<file path="src/sv/stpd_pkg.sv">
// stpd_pkg: shared types, constants and microcode table of the typed packet deframer
// used by stpd_useq, sof_typed_packet_deframer and stpd_chk; depends on nothing else
`default_nettype none

package stpd_pkg;

	// field and storage widths
	localparam int BYTE_W     = 8;
	localparam int IDX_W      = 10;
	localparam int LEN_W      = 11;
	localparam int KIND_W     = 3;
	localparam int HDR_DEPTH  = 8;
	localparam int HDR_IDX_W  = 3;
	localparam int FILL_W     = 4;
	localparam int STEP_W     = 3;
	localparam int CFG_IDX_W  = 2;
	localparam int TDATA_W    = 24;
	localparam int TUSER_W    = 4;

	// configuration register indexes
	localparam logic [CFG_IDX_W-1:0] CFG_START_FIRST  = 2'd0;
	localparam logic [CFG_IDX_W-1:0] CFG_START_SECOND = 2'd1;
	localparam logic [CFG_IDX_W-1:0] CFG_NODE_TYPE    = 2'd2;
	localparam logic [CFG_IDX_W-1:0] CFG_NODE_LIMIT   = 2'd3;

	// configuration reset values
	localparam logic [BYTE_W-1:0] RST_START_FIRST  = 8'hAA;
	localparam logic [BYTE_W-1:0] RST_START_SECOND = 8'h55;
	localparam logic [BYTE_W-1:0] RST_NODE_TYPE    = 8'd16;
	localparam logic [BYTE_W-1:0] RST_NODE_LIMIT   = 8'd16;

	// packet kinds
	localparam logic [KIND_W-1:0] KIND_NODE     = 3'd0;
	localparam logic [KIND_W-1:0] KIND_BED_SNAP = 3'd1;
	localparam logic [KIND_W-1:0] KIND_BED_STAT = 3'd2;
	localparam logic [KIND_W-1:0] KIND_HEALTH   = 3'd3;
	localparam logic [KIND_W-1:0] KIND_SUMMARY  = 3'd4;
	localparam logic [KIND_W-1:0] KIND_UNKNOWN  = 3'd5;

	// fixed type codes
	localparam logic [BYTE_W-1:0] TYPE_BED_SNAP = 8'h20;
	localparam logic [BYTE_W-1:0] TYPE_BED_STAT = 8'h22;
	localparam logic [BYTE_W-1:0] TYPE_HEALTH   = 8'h30;
	localparam logic [BYTE_W-1:0] TYPE_RECAP    = 8'h40;

	// nominal packet lengths and bed geometry
	localparam int BASE_LEN_NODE    = 42;
	localparam int BASE_LEN_BED     = 522;
	localparam int BASE_LEN_HEALTH  = 26;
	localparam int BASE_LEN_SUMMARY = 37;
	localparam logic [BYTE_W-1:0] BED_ROWS = 8'd32;
	localparam logic [BYTE_W-1:0] BED_COLS = 8'd16;

	// result kinds and error codes
	localparam logic RES_BYTE  = 1'b0;
	localparam logic RES_ERROR = 1'b1;
	localparam logic ERR_FIELD = 1'b0;
	localparam logic ERR_TYPE  = 1'b1;

	// microcode step addresses
	localparam logic [STEP_W-1:0] STEP_FETCH  = 3'd0;
	localparam logic [STEP_W-1:0] STEP_SCAN   = 3'd1;
	localparam logic [STEP_W-1:0] STEP_JUDGE  = 3'd2;
	localparam logic [STEP_W-1:0] STEP_EMIT   = 3'd3;
	localparam logic [STEP_W-1:0] STEP_RELOAD = 3'd4;
	localparam logic [STEP_W-1:0] STEP_NEXT   = 3'd5;

	typedef enum logic [2:0] {
		OP_FETCH  = 3'd0,
		OP_SCAN   = 3'd1,
		OP_JUDGE  = 3'd2,
		OP_EMIT   = 3'd3,
		OP_RELOAD = 3'd4,
		OP_NOP    = 3'd5
	} op_t;

	typedef enum logic [2:0] {
		C_ALWAYS    = 3'd0,
		C_FULL      = 3'd1,
		C_OK        = 3'd2,
		C_EMIT_LAST = 3'd3,
		C_MORE      = 3'd4
	} cond_t;

	// one control word: operation, jump test, taken and not-taken targets
	typedef struct packed {
		op_t               op;
		cond_t             cond;
		logic [STEP_W-1:0] jmp;
		logic [STEP_W-1:0] nxt;
	} uword_t;

	// datapath status seen by the sequencer
	typedef struct packed {
		logic stall;
		logic full;
		logic ok;
		logic emit_last;
		logic more;
	} useq_stat_t;

	// one result word
	typedef struct packed {
		logic              rkind;
		logic [KIND_W-1:0] pkind;
		logic [BYTE_W-1:0] value;
		logic [IDX_W-1:0]  index;
		logic              last;
		logic              err;
	} res_t;

	// control program
	function automatic uword_t ucode_rom(input logic [STEP_W-1:0] step);
		uword_t w;
		case (step)
			STEP_FETCH:  w = '{op: OP_FETCH,  cond: C_ALWAYS,    jmp: STEP_SCAN,   nxt: STEP_SCAN};
			STEP_SCAN:   w = '{op: OP_SCAN,   cond: C_FULL,      jmp: STEP_JUDGE,  nxt: STEP_NEXT};
			STEP_JUDGE:  w = '{op: OP_JUDGE,  cond: C_OK,        jmp: STEP_EMIT,   nxt: STEP_RELOAD};
			STEP_EMIT:   w = '{op: OP_EMIT,   cond: C_EMIT_LAST, jmp: STEP_FETCH,  nxt: STEP_EMIT};
			STEP_RELOAD: w = '{op: OP_RELOAD, cond: C_ALWAYS,    jmp: STEP_SCAN,   nxt: STEP_SCAN};
			STEP_NEXT:   w = '{op: OP_NOP,    cond: C_MORE,      jmp: STEP_RELOAD, nxt: STEP_FETCH};
			default:     w = '{op: OP_NOP,    cond: C_ALWAYS,    jmp: STEP_FETCH,  nxt: STEP_FETCH};
		endcase
		return w;
	endfunction

	// packet length capped to the buffer and never below the header
	function automatic logic [LEN_W-1:0] pkt_len(input int base, input int max_bytes,
		input int hlen);
		int l;
		l = base;
		if (l > max_bytes) l = max_bytes;
		if (l < hlen) l = hlen;
		return LEN_W'(l);
	endfunction

endpackage

`default_nettype wire

</file>
<file path="src/sv/stpd_useq.sv">
// stpd_useq: step counter and control store of the deframer sequencer
// depends on stpd_pkg for the control word, status struct and program
`default_nettype none

module stpd_useq (
	input  wire                 clk,
	input  wire                 arst_n,
	input  stpd_pkg::useq_stat_t stat,
	output stpd_pkg::uword_t    uw
);
	import stpd_pkg::*;

	logic [STEP_W-1:0] pc_q;
	logic              take;

	// current control word
	assign uw = ucode_rom(pc_q);

	// jump condition select
	always_comb begin
		case (uw.cond)
			C_ALWAYS:    take = 1'b1;
			C_FULL:      take = stat.full;
			C_OK:        take = stat.ok;
			C_EMIT_LAST: take = stat.emit_last;
			C_MORE:      take = stat.more;
			default:     take = 1'b0;
		endcase
	end

	// step counter, held while the datapath stalls
	always_ff @(posedge clk or negedge arst_n) begin
		if (!arst_n) begin
			pc_q <= STEP_FETCH;
		end else if (!stat.stall) begin
			pc_q <= take ? uw.jmp : uw.nxt;
		end
	end

endmodule

`default_nettype wire

</file>
<file path="src/sv/sof_typed_packet_deframer.sv">
// sof_typed_packet_deframer: start-pattern hunt, typed header check and packet byte output
// depends on stpd_pkg and stpd_useq
//
//  channel   | dir | handshake              | contents
//  ----------+-----+------------------------+---------------------------------------------
//  s_        | in  | s_tvalid / s_tready    | tdata: rx_byte
//  m_        | out | m_tvalid / m_tready    | tdata: byte_value, byte_index, error_code
//            |     |                        | tuser: result_kind, packet_kind; tlast
//  cfg_      | in  | cfg_we (no wait)       | cfg_index, cfg_data
//
// a byte inside a packet or while hunting passes the fetch, scan and return steps
// a byte completing a good header passes fetch, scan and judge, then an emit for each header byte
// a failed header is rescanned from its second byte with reload, scan and return steps per byte
// emit and reload steps read through the one header-store read port the sequencer steps over
// the output register frees the input side; m_tready low stalls only emitting steps
// no clearing pass after reset: header entries are read only once written
`default_nettype none

module sof_typed_packet_deframer #(
	parameter int MAX_PACKET_BYTES = 522,
	parameter int HEADER_BYTES     = 8
) (
	input  wire                               clk,
	input  wire                               arst_n,
	input  wire                               s_tvalid,
	output logic                              s_tready,
	input  wire  [stpd_pkg::BYTE_W-1:0]       s_tdata,   // [7:0] rx_byte
	output logic                              m_tvalid,
	input  wire                               m_tready,
	output logic [stpd_pkg::TDATA_W-1:0]      m_tdata,   // [7:0] byte_value, [17:8] byte_index,
	                                                     // [18] error_code, [23:19] zero
	output logic [stpd_pkg::TUSER_W-1:0]      m_tuser,   // [0] result_kind, [3:1] packet_kind
	output logic                              m_tlast,
	input  wire                               cfg_we,
	input  wire  [stpd_pkg::CFG_IDX_W-1:0]    cfg_index,
	input  wire  [stpd_pkg::BYTE_W-1:0]       cfg_data
);
	import stpd_pkg::*;

	localparam int HDR_LEN = (HEADER_BYTES < 3) ? 3 : ((HEADER_BYTES > 8) ? 8 : HEADER_BYTES);
	localparam logic [LEN_W-1:0] LEN_NODE    = pkt_len(BASE_LEN_NODE, MAX_PACKET_BYTES, HDR_LEN);
	localparam logic [LEN_W-1:0] LEN_BED     = pkt_len(BASE_LEN_BED, MAX_PACKET_BYTES, HDR_LEN);
	localparam logic [LEN_W-1:0] LEN_HEALTH  = pkt_len(BASE_LEN_HEALTH, MAX_PACKET_BYTES, HDR_LEN);
	localparam logic [LEN_W-1:0] LEN_SUMMARY = pkt_len(BASE_LEN_SUMMARY, MAX_PACKET_BYTES,
		HDR_LEN);
	localparam logic [FILL_W-1:0] FILL_LAST = FILL_W'(HDR_LEN - 1);
	localparam logic [FILL_W-1:0] FILL_END  = FILL_W'(HDR_LEN);

	// configuration registers
	logic [BYTE_W-1:0] sf_q, ss_q, ntc_q, nlim_q;

	// header store and sequencer datapath
	logic [BYTE_W-1:0] hdr_q [HDR_DEPTH];
	logic [FILL_W-1:0] fill_q;
	logic              in_pkt_q;
	logic [KIND_W-1:0] kind_q;
	logic [IDX_W-1:0]  pos_q;
	logic [BYTE_W-1:0] cur_q;
	logic [FILL_W-1:0] rd_idx_q;
	logic              rescan_q;

	// output register
	logic              m_valid_q;
	res_t              res_q;

	uword_t            uw;
	useq_stat_t        stat;
	logic              out_free;
	logic [BYTE_W-1:0] hdr_rd;
	logic [KIND_W-1:0] jk;
	logic              judge_ok;
	logic [LEN_W-1:0]  cur_len;
	logic              pkt_last;
	logic              hdr_last;
	logic              emit_v;
	res_t              emit_w;
	logic              hdr_we;
	logic [HDR_IDX_W-1:0] hdr_wa;

	stpd_useq u_useq (
		.clk    (clk),
		.arst_n (arst_n),
		.stat   (stat),
		.uw     (uw)
	);

	assign out_free = !m_valid_q || m_tready;
	assign hdr_rd   = hdr_q[rd_idx_q[HDR_IDX_W-1:0]];

	// type classification, node code takes precedence
	always_comb begin
		if (hdr_q[2] == ntc_q)              jk = KIND_NODE;
		else if (hdr_q[2] == TYPE_BED_SNAP) jk = KIND_BED_SNAP;
		else if (hdr_q[2] == TYPE_BED_STAT) jk = KIND_BED_STAT;
		else if (hdr_q[2] == TYPE_HEALTH)   jk = KIND_HEALTH;
		else if (hdr_q[2] == TYPE_RECAP)    jk = KIND_SUMMARY;
		else                                jk = KIND_UNKNOWN;
	end

	// header field checks, skipped where the byte is not held
	always_comb begin
		judge_ok = (jk != KIND_UNKNOWN);
		if (jk == KIND_NODE) begin
			if ((HDR_LEN > 4) && (hdr_q[4] >= nlim_q)) judge_ok = 1'b0;
		end else if ((jk == KIND_BED_SNAP) || (jk == KIND_BED_STAT)) begin
			if ((HDR_LEN > 6) && (hdr_q[6] != BED_ROWS)) judge_ok = 1'b0;
			if ((HDR_LEN > 7) && (hdr_q[7] != BED_COLS)) judge_ok = 1'b0;
		end
	end

	// length of the current packet kind
	always_comb begin
		case (kind_q)
			KIND_NODE:     cur_len = LEN_NODE;
			KIND_BED_SNAP: cur_len = LEN_BED;
			KIND_BED_STAT: cur_len = LEN_BED;
			KIND_HEALTH:   cur_len = LEN_HEALTH;
			default:       cur_len = LEN_SUMMARY;
		endcase
	end

	assign pkt_last = ({1'b0, pos_q} + LEN_W'(1)) >= cur_len;
	assign hdr_last = (LEN_W'(rd_idx_q) + LEN_W'(1)) >= cur_len;

	// stall and branch status for the sequencer
	always_comb begin
		case (uw.op)
			OP_FETCH: stat.stall = !s_tvalid;
			OP_SCAN:  stat.stall = in_pkt_q && !out_free;
			OP_JUDGE: stat.stall = !out_free;
			OP_EMIT:  stat.stall = !out_free;
			default:  stat.stall = 1'b0;
		endcase
		stat.full      = !in_pkt_q && (fill_q == FILL_LAST);
		stat.ok        = judge_ok;
		stat.emit_last = (rd_idx_q == FILL_LAST);
		stat.more      = rescan_q && (rd_idx_q != FILL_END);
	end

	assign s_tready = (uw.op == OP_FETCH);

	// result word produced by the current step
	always_comb begin
		emit_v = 1'b0;
		emit_w = '0;
		if (!stat.stall) begin
			case (uw.op)
				OP_SCAN: begin
					if (in_pkt_q) begin
						emit_v = 1'b1;
						emit_w = '{rkind: RES_BYTE, pkind: kind_q, value: cur_q, index: pos_q,
							last: pkt_last, err: ERR_FIELD};
					end
				end
				OP_JUDGE: begin
					if (!judge_ok) begin
						emit_v = 1'b1;
						emit_w = '{rkind: RES_ERROR,
							pkind: (jk == KIND_UNKNOWN) ? KIND_NODE : jk,
							value: hdr_q[2], index: '0, last: 1'b0,
							err: (jk == KIND_UNKNOWN) ? ERR_TYPE : ERR_FIELD};
					end
				end
				OP_EMIT: begin
					emit_v = 1'b1;
					emit_w = '{rkind: RES_BYTE, pkind: kind_q, value: hdr_rd,
						index: IDX_W'(rd_idx_q), last: hdr_last, err: ERR_FIELD};
				end
				default: begin
					emit_v = 1'b0;
				end
			endcase
		end
	end

	// header store write during hunting
	always_comb begin
		hdr_we = 1'b0;
		hdr_wa = '0;
		if ((uw.op == OP_SCAN) && !in_pkt_q) begin
			if (fill_q == '0) begin
				hdr_we = (cur_q == sf_q);
			end else if (fill_q == FILL_W'(1)) begin
				hdr_we = (cur_q == ss_q) || (cur_q == sf_q);
				hdr_wa = (cur_q == ss_q) ? HDR_IDX_W'(1) : '0;
			end else begin
				hdr_we = 1'b1;
				hdr_wa = fill_q[HDR_IDX_W-1:0];
			end
		end
	end

	always_ff @(posedge clk) begin
		if (hdr_we) hdr_q[hdr_wa] <= cur_q;
	end

	// configuration writes
	always_ff @(posedge clk or negedge arst_n) begin
		if (!arst_n) begin
			sf_q   <= RST_START_FIRST;
			ss_q   <= RST_START_SECOND;
			ntc_q  <= RST_NODE_TYPE;
			nlim_q <= RST_NODE_LIMIT;
		end else if (cfg_we) begin
			case (cfg_index)
				CFG_START_FIRST:  sf_q   <= cfg_data;
				CFG_START_SECOND: ss_q   <= cfg_data;
				CFG_NODE_TYPE:    ntc_q  <= cfg_data;
				CFG_NODE_LIMIT:   nlim_q <= cfg_data;
				default:          sf_q   <= sf_q;
			endcase
		end
	end

	// sequencer datapath registers
	always_ff @(posedge clk or negedge arst_n) begin
		if (!arst_n) begin
			fill_q   <= '0;
			in_pkt_q <= 1'b0;
			kind_q   <= KIND_NODE;
			pos_q    <= '0;
			cur_q    <= '0;
			rd_idx_q <= '0;
			rescan_q <= 1'b0;
		end else if (!stat.stall) begin
			case (uw.op)
				OP_FETCH: begin
					cur_q    <= s_tdata;
					rescan_q <= 1'b0;
				end
				OP_SCAN: begin
					if (in_pkt_q) begin
						pos_q <= pos_q + IDX_W'(1);
						if (pkt_last) begin
							in_pkt_q <= 1'b0;
							pos_q    <= '0;
							fill_q   <= '0;
						end
					end else if (fill_q == '0) begin
						if (cur_q == sf_q) fill_q <= FILL_W'(1);
					end else if (fill_q == FILL_W'(1)) begin
						if (cur_q == ss_q)      fill_q <= FILL_W'(2);
						else if (cur_q != sf_q) fill_q <= '0;
					end else begin
						fill_q <= fill_q + FILL_W'(1);
					end
				end
				OP_JUDGE: begin
					fill_q <= '0;
					if (judge_ok) begin
						kind_q   <= jk;
						rd_idx_q <= '0;
					end else begin
						rd_idx_q <= FILL_W'(1);
						rescan_q <= 1'b1;
					end
				end
				OP_EMIT: begin
					rd_idx_q <= rd_idx_q + FILL_W'(1);
					if (rd_idx_q == FILL_LAST) begin
						if (hdr_last) begin
							pos_q <= '0;
						end else begin
							in_pkt_q <= 1'b1;
							pos_q    <= IDX_W'(HDR_LEN);
						end
					end
				end
				OP_RELOAD: begin
					cur_q    <= hdr_rd;
					rd_idx_q <= rd_idx_q + FILL_W'(1);
				end
				default: begin
					rd_idx_q <= rd_idx_q;
				end
			endcase
		end
	end

	// output register
	always_ff @(posedge clk or negedge arst_n) begin
		if (!arst_n) begin
			m_valid_q <= 1'b0;
		end else if (emit_v) begin
			m_valid_q <= 1'b1;
		end else if (m_tready) begin
			m_valid_q <= 1'b0;
		end
	end

	always_ff @(posedge clk) begin
		if (emit_v) res_q <= emit_w;
	end

	assign m_tvalid = m_valid_q;
	assign m_tdata  = {(TDATA_W - BYTE_W - IDX_W - 1)'(0), res_q.err, res_q.index, res_q.value};
	assign m_tuser  = {res_q.pkind, res_q.rkind};
	assign m_tlast  = res_q.last;

endmodule

`default_nettype wire

</file>
<file path="config.mk">
export PLATFORM = sky130hd
export DESIGN_NAME = sof_typed_packet_deframer
export DESIGN_NICKNAME = d
export VERILOG_FILES = /design/src/sv/stpd_pkg.sv /design/src/sv/stpd_useq.sv /design/src/sv/sof_typed_packet_deframer.sv
export SDC_FILE = /design/constraint.sdc
export NUM_CORES = 1
export LEC_CHECK = 0
export BUFFER_PORTS_ARGS = -buffer_cell sky130_fd_sc_hd__buf_2
export CAP_MARGIN = 20
export CORE_ASPECT_RATIO = 0.9
export CORE_MARGIN = 2
export CORE_UTILIZATION = 40
export DETAILED_ROUTE_END_ITERATION = 16
export HOLD_SLACK_MARGIN = 0.05
export PLACE_DENSITY = 0.56
export SLEW_MARGIN = 0
export SYNTH_ARGS = -nofsm -noshare
export SYNTH_HDL_FRONTEND = slang
export SYNTH_HIERARCHICAL = 1
export SYNTH_SLANG_ARGS = --single-unit
</file>
<file path="constraint.sdc">
create_clock -name clk -period 3.7 [get_ports clk]
set_input_delay 0.74 -clock clk [delete_from_list [all_inputs] [get_ports clk]]
set_output_delay 0.74 -clock clk [all_outputs]
set_load 0.005 [all_outputs]
</file>
==> out/qor.json <==
{
  "ir_drop": {"value": 0.3209, "unit": "mV"},
  "first_global_vias": {"value": 5579},
  "holdBufCountCts": {"value": 0},
  "cts.repair.resized": {"value": 0},
  "worstPathCellList": {"value": "a21o_2 > nor3b_1 > nand2b_1 > nor3b_1 > nand3_1 > nor3_1 > buf_4"},
  "routed_via_density": {"value": 5.690},
  "gp_routability_congestion": {"value": 0.8899},
  "drive_above_1_share": {"value": 24.20, "unit": "%"},
  "cp_data_required_time": {"value": 3840, "unit": "ps"},
  "netlist_instances": {"value": 656},
  "timing.final.hold_violations": {"value": 0},
  "slowest_stage_cell_on_the_critical_path": {"value": "nor3b_1"},
  "insertedDiodeCount": {"value": 0},
  "cts.sink_count": {"value": 155},
  "post_synth_instance_area": {"value": 0.007988, "unit": "mm2"},
  "global_route.usage.total": {"value": 19.62, "unit": "%"},
  "rsz_0062_raised_after_global_routing": {"value": "false"},
  "multi_input_comb_area": {"value": 0.003411, "unit": "mm2"},
  "clkLatencyLatePin": {"value": 430, "unit": "ps"},
  "dp_hpwl": {"value": 14590, "unit": "um"},
  "timing.final.crit_period": {"value": 3350, "unit": "ps"},
  "yosys_warnings": {"value": 6},
  "cts_root_buffer": {"value": "clkbuf_16"},
  "setup.worst_path.start_class": {"value": "flop"},
  "status": {"value": "finished clean"},
  "grt_pass1_wl": {"value": 31740, "unit": "um"},
  "criticalPathCategory": {"value": "reg -> reg"},
  "max-slew-margin-rel": {"value": 41.72, "unit": "%"},
  "timing.critical_path.fanout_max": {"value": 18},
  "globalRoute.totalOverflow": {"value": 0},
  "io_buffer_count": {"value": 48},
  "io_pins": {"value": 54},
  "cpMostUsedCell": {"value": "nor3b_1"},
  "floorplan.die.width": {"value": 153.0, "unit": "um"},
  "final.period_utilization": {"value": 90.55, "unit": "%"},
  "total_power": {"value": 6.740, "unit": "mW"},
  "tns": {"value": 0, "unit": "ps"},
  "power_leakage": {"value": 3.650, "unit": "nW"},
  "maxCapViolCount": {"value": 0},
  "postRouteWirelength": {"value": 20150, "unit": "um"},
  "core_area": {"value": 0.01980, "unit": "mm2"},
  "route.vias.total": {"value": 5565},
  "report.final.slew_viol_count": {"value": 0},
  "initial_utilization": {"value": 40.34, "unit": "%"},
  "detail_route.drc_violations": {"value": 0},
  "numCtsBuffers": {"value": 17},
  "tritoncts": {"value": "done"},
  "clkSlewWorstSetupHoldPaths": {"value": 70, "unit": "ps"},
  "worstSetupEndpointType": {"value": "flop"},
  "number_of_drc_markers_in_iteration_0": {"value": 484},
  "clock-skew-final": {"value": 8.999, "unit": "ps"},
  "cellPowerDensity": {"value": 737.5, "unit": "mW/mm2"},
  "r2r_cells": {"value": 7},
  "area.growth.synth_to_final": {"value": 14.41, "unit": "%"},
  "most-common-layout-cells": {"value": "edfxtp_1 (88), nand2_1 (59), dfrtp_1 (57)"},
  "design.die.area": {"value": 0.02112, "unit": "mm2"},
  "ant_nets": {"value": 0},
  "syn_area_per_cell": {"value": 12.18, "unit": "um2"},
  "regArea": {"value": 0.004332, "unit": "mm2"},
  "htreeDepth": {"value": 4},
  "mostFrequentLayoutCell": {"value": "edfxtp_1"},
  "hold_path_class": {"value": "in -> async"},
  "worst-slew-pin-transition": {"value": 869.4, "unit": "ps"},
  "worstPathArrival": {"value": 3490, "unit": "ps"},
  "setup_viol": {"value": 0},
  "number_of_buffers_inserted_to_repair_setup_after_cts": {"value": 0},
  "route.detailed.wl_per_inst": {"value": 20.60, "unit": "um"},
  "placementRows": {"value": 49},
  "finalNetCount": {"value": 759},
  "die_height": {"value": 138.1, "unit": "um"},
  "clock_path_buffers": {"value": 2},
  "critical-path-max-stage-delay": {"value": 660, "unit": "ps"},
  "fmax": {"value": 0.2985, "unit": "GHz"},
  "grt_antenna_before_repair": {"value": 1},
  "fillerInstances": {"value": 1781},
  "drt-pass1-iter-count": {"value": 5},
  "grt_start_max_net_pins": {"value": 47}
}
==> power by group <==
| part | switching, mW | total (mW) | internal [mW] | leakage [nW] |
|---|---|---|---|---|
| combinational | 1.28 | 2.21 | 0.931 | 1.74 |
| sequential | 0.427 | 2.77 | 2.34 | 1.61 |
| clock | 0.759 | 1.76 | 1.00 | 0.298 |
==> final timing paths <==
kind	from	endpoint	slack, ps
max	u_useq/pc_q[1]	hdr_q[3][0]	350
min	arst_n	sf_q[2]	270
max reg2reg	u_useq/pc_q[1]	hdr_q[3][0]	350
min reg2reg	rescan_q	rescan_q	480
max in group asynchronous	arst_n	pos_q[3]	2620
min in group clk	rescan_q	rescan_q	480
==> registers in the layout (all words and copies together) (netlist names) <==
signal / cells
m_tuser: 4
sf_q: 8
rd_idx_q: 4
u_useq/pc_q: 3
ss_q: 8
fill_q: 4
in_pkt_q: 1
ntc_q: 8
m_tdata: 19
pos_q: 10
m_tlast: 1
cur_q: 8
nlim_q: 8
rescan_q: 1
kind_q: 3
m_tvalid: 1
hdr_q: 64
==> per-layer routing <==
metal  GRT usage [%]  vias to the layer above  wire (um)
li1                -                     2542          -
met1           27.36                     2815       9371
met2           30.85                      171       9332
met3           4.138                       37       1046
met4           6.433                        0        400
met5               0                        -          0
==> per-stage QoR <==
stage          hold slack (ps)  cell area [um2]  util, %  cells  setup WS [ps]
2_1_floorplan            444.4             8003        -    660          75.52
3_3_place_gp             463.8             8519    43.02    944          635.1
3_5_place_dp             466.9             8519    43.02    944          467.2
4_1_cts                  481.1             9111    46.01    976          460.6
5_1_grt                  284.4             9139    46.15    978          137.8
6_report                 266.6             9139    46.15    978          349.7
==> worst max-delay path, delay by kind of cell, from the launching register on <==
family / cells / cell delay, ps
AOI/OAI and AO/OA: 1 / 370
and+or+nand+nor: 5 / 1950
buffers and inverters: 1 / 220
DFF: 1 / 510
==> area by class of cell <==
class | instances | share of cell area [%]
Sequential cell | 155 | 47.40
Tap cell | 255 | 3.491
Timing Repair Buffer | 70 | 4.573
Clock inverter | 13 | 1.396
Multi-Input combinational cell | 448 | 37.32
Clock buffer | 19 | 5.079
Inverter | 18 | 0.7393
No activity file was read; power rests on OpenSTA's default activity.
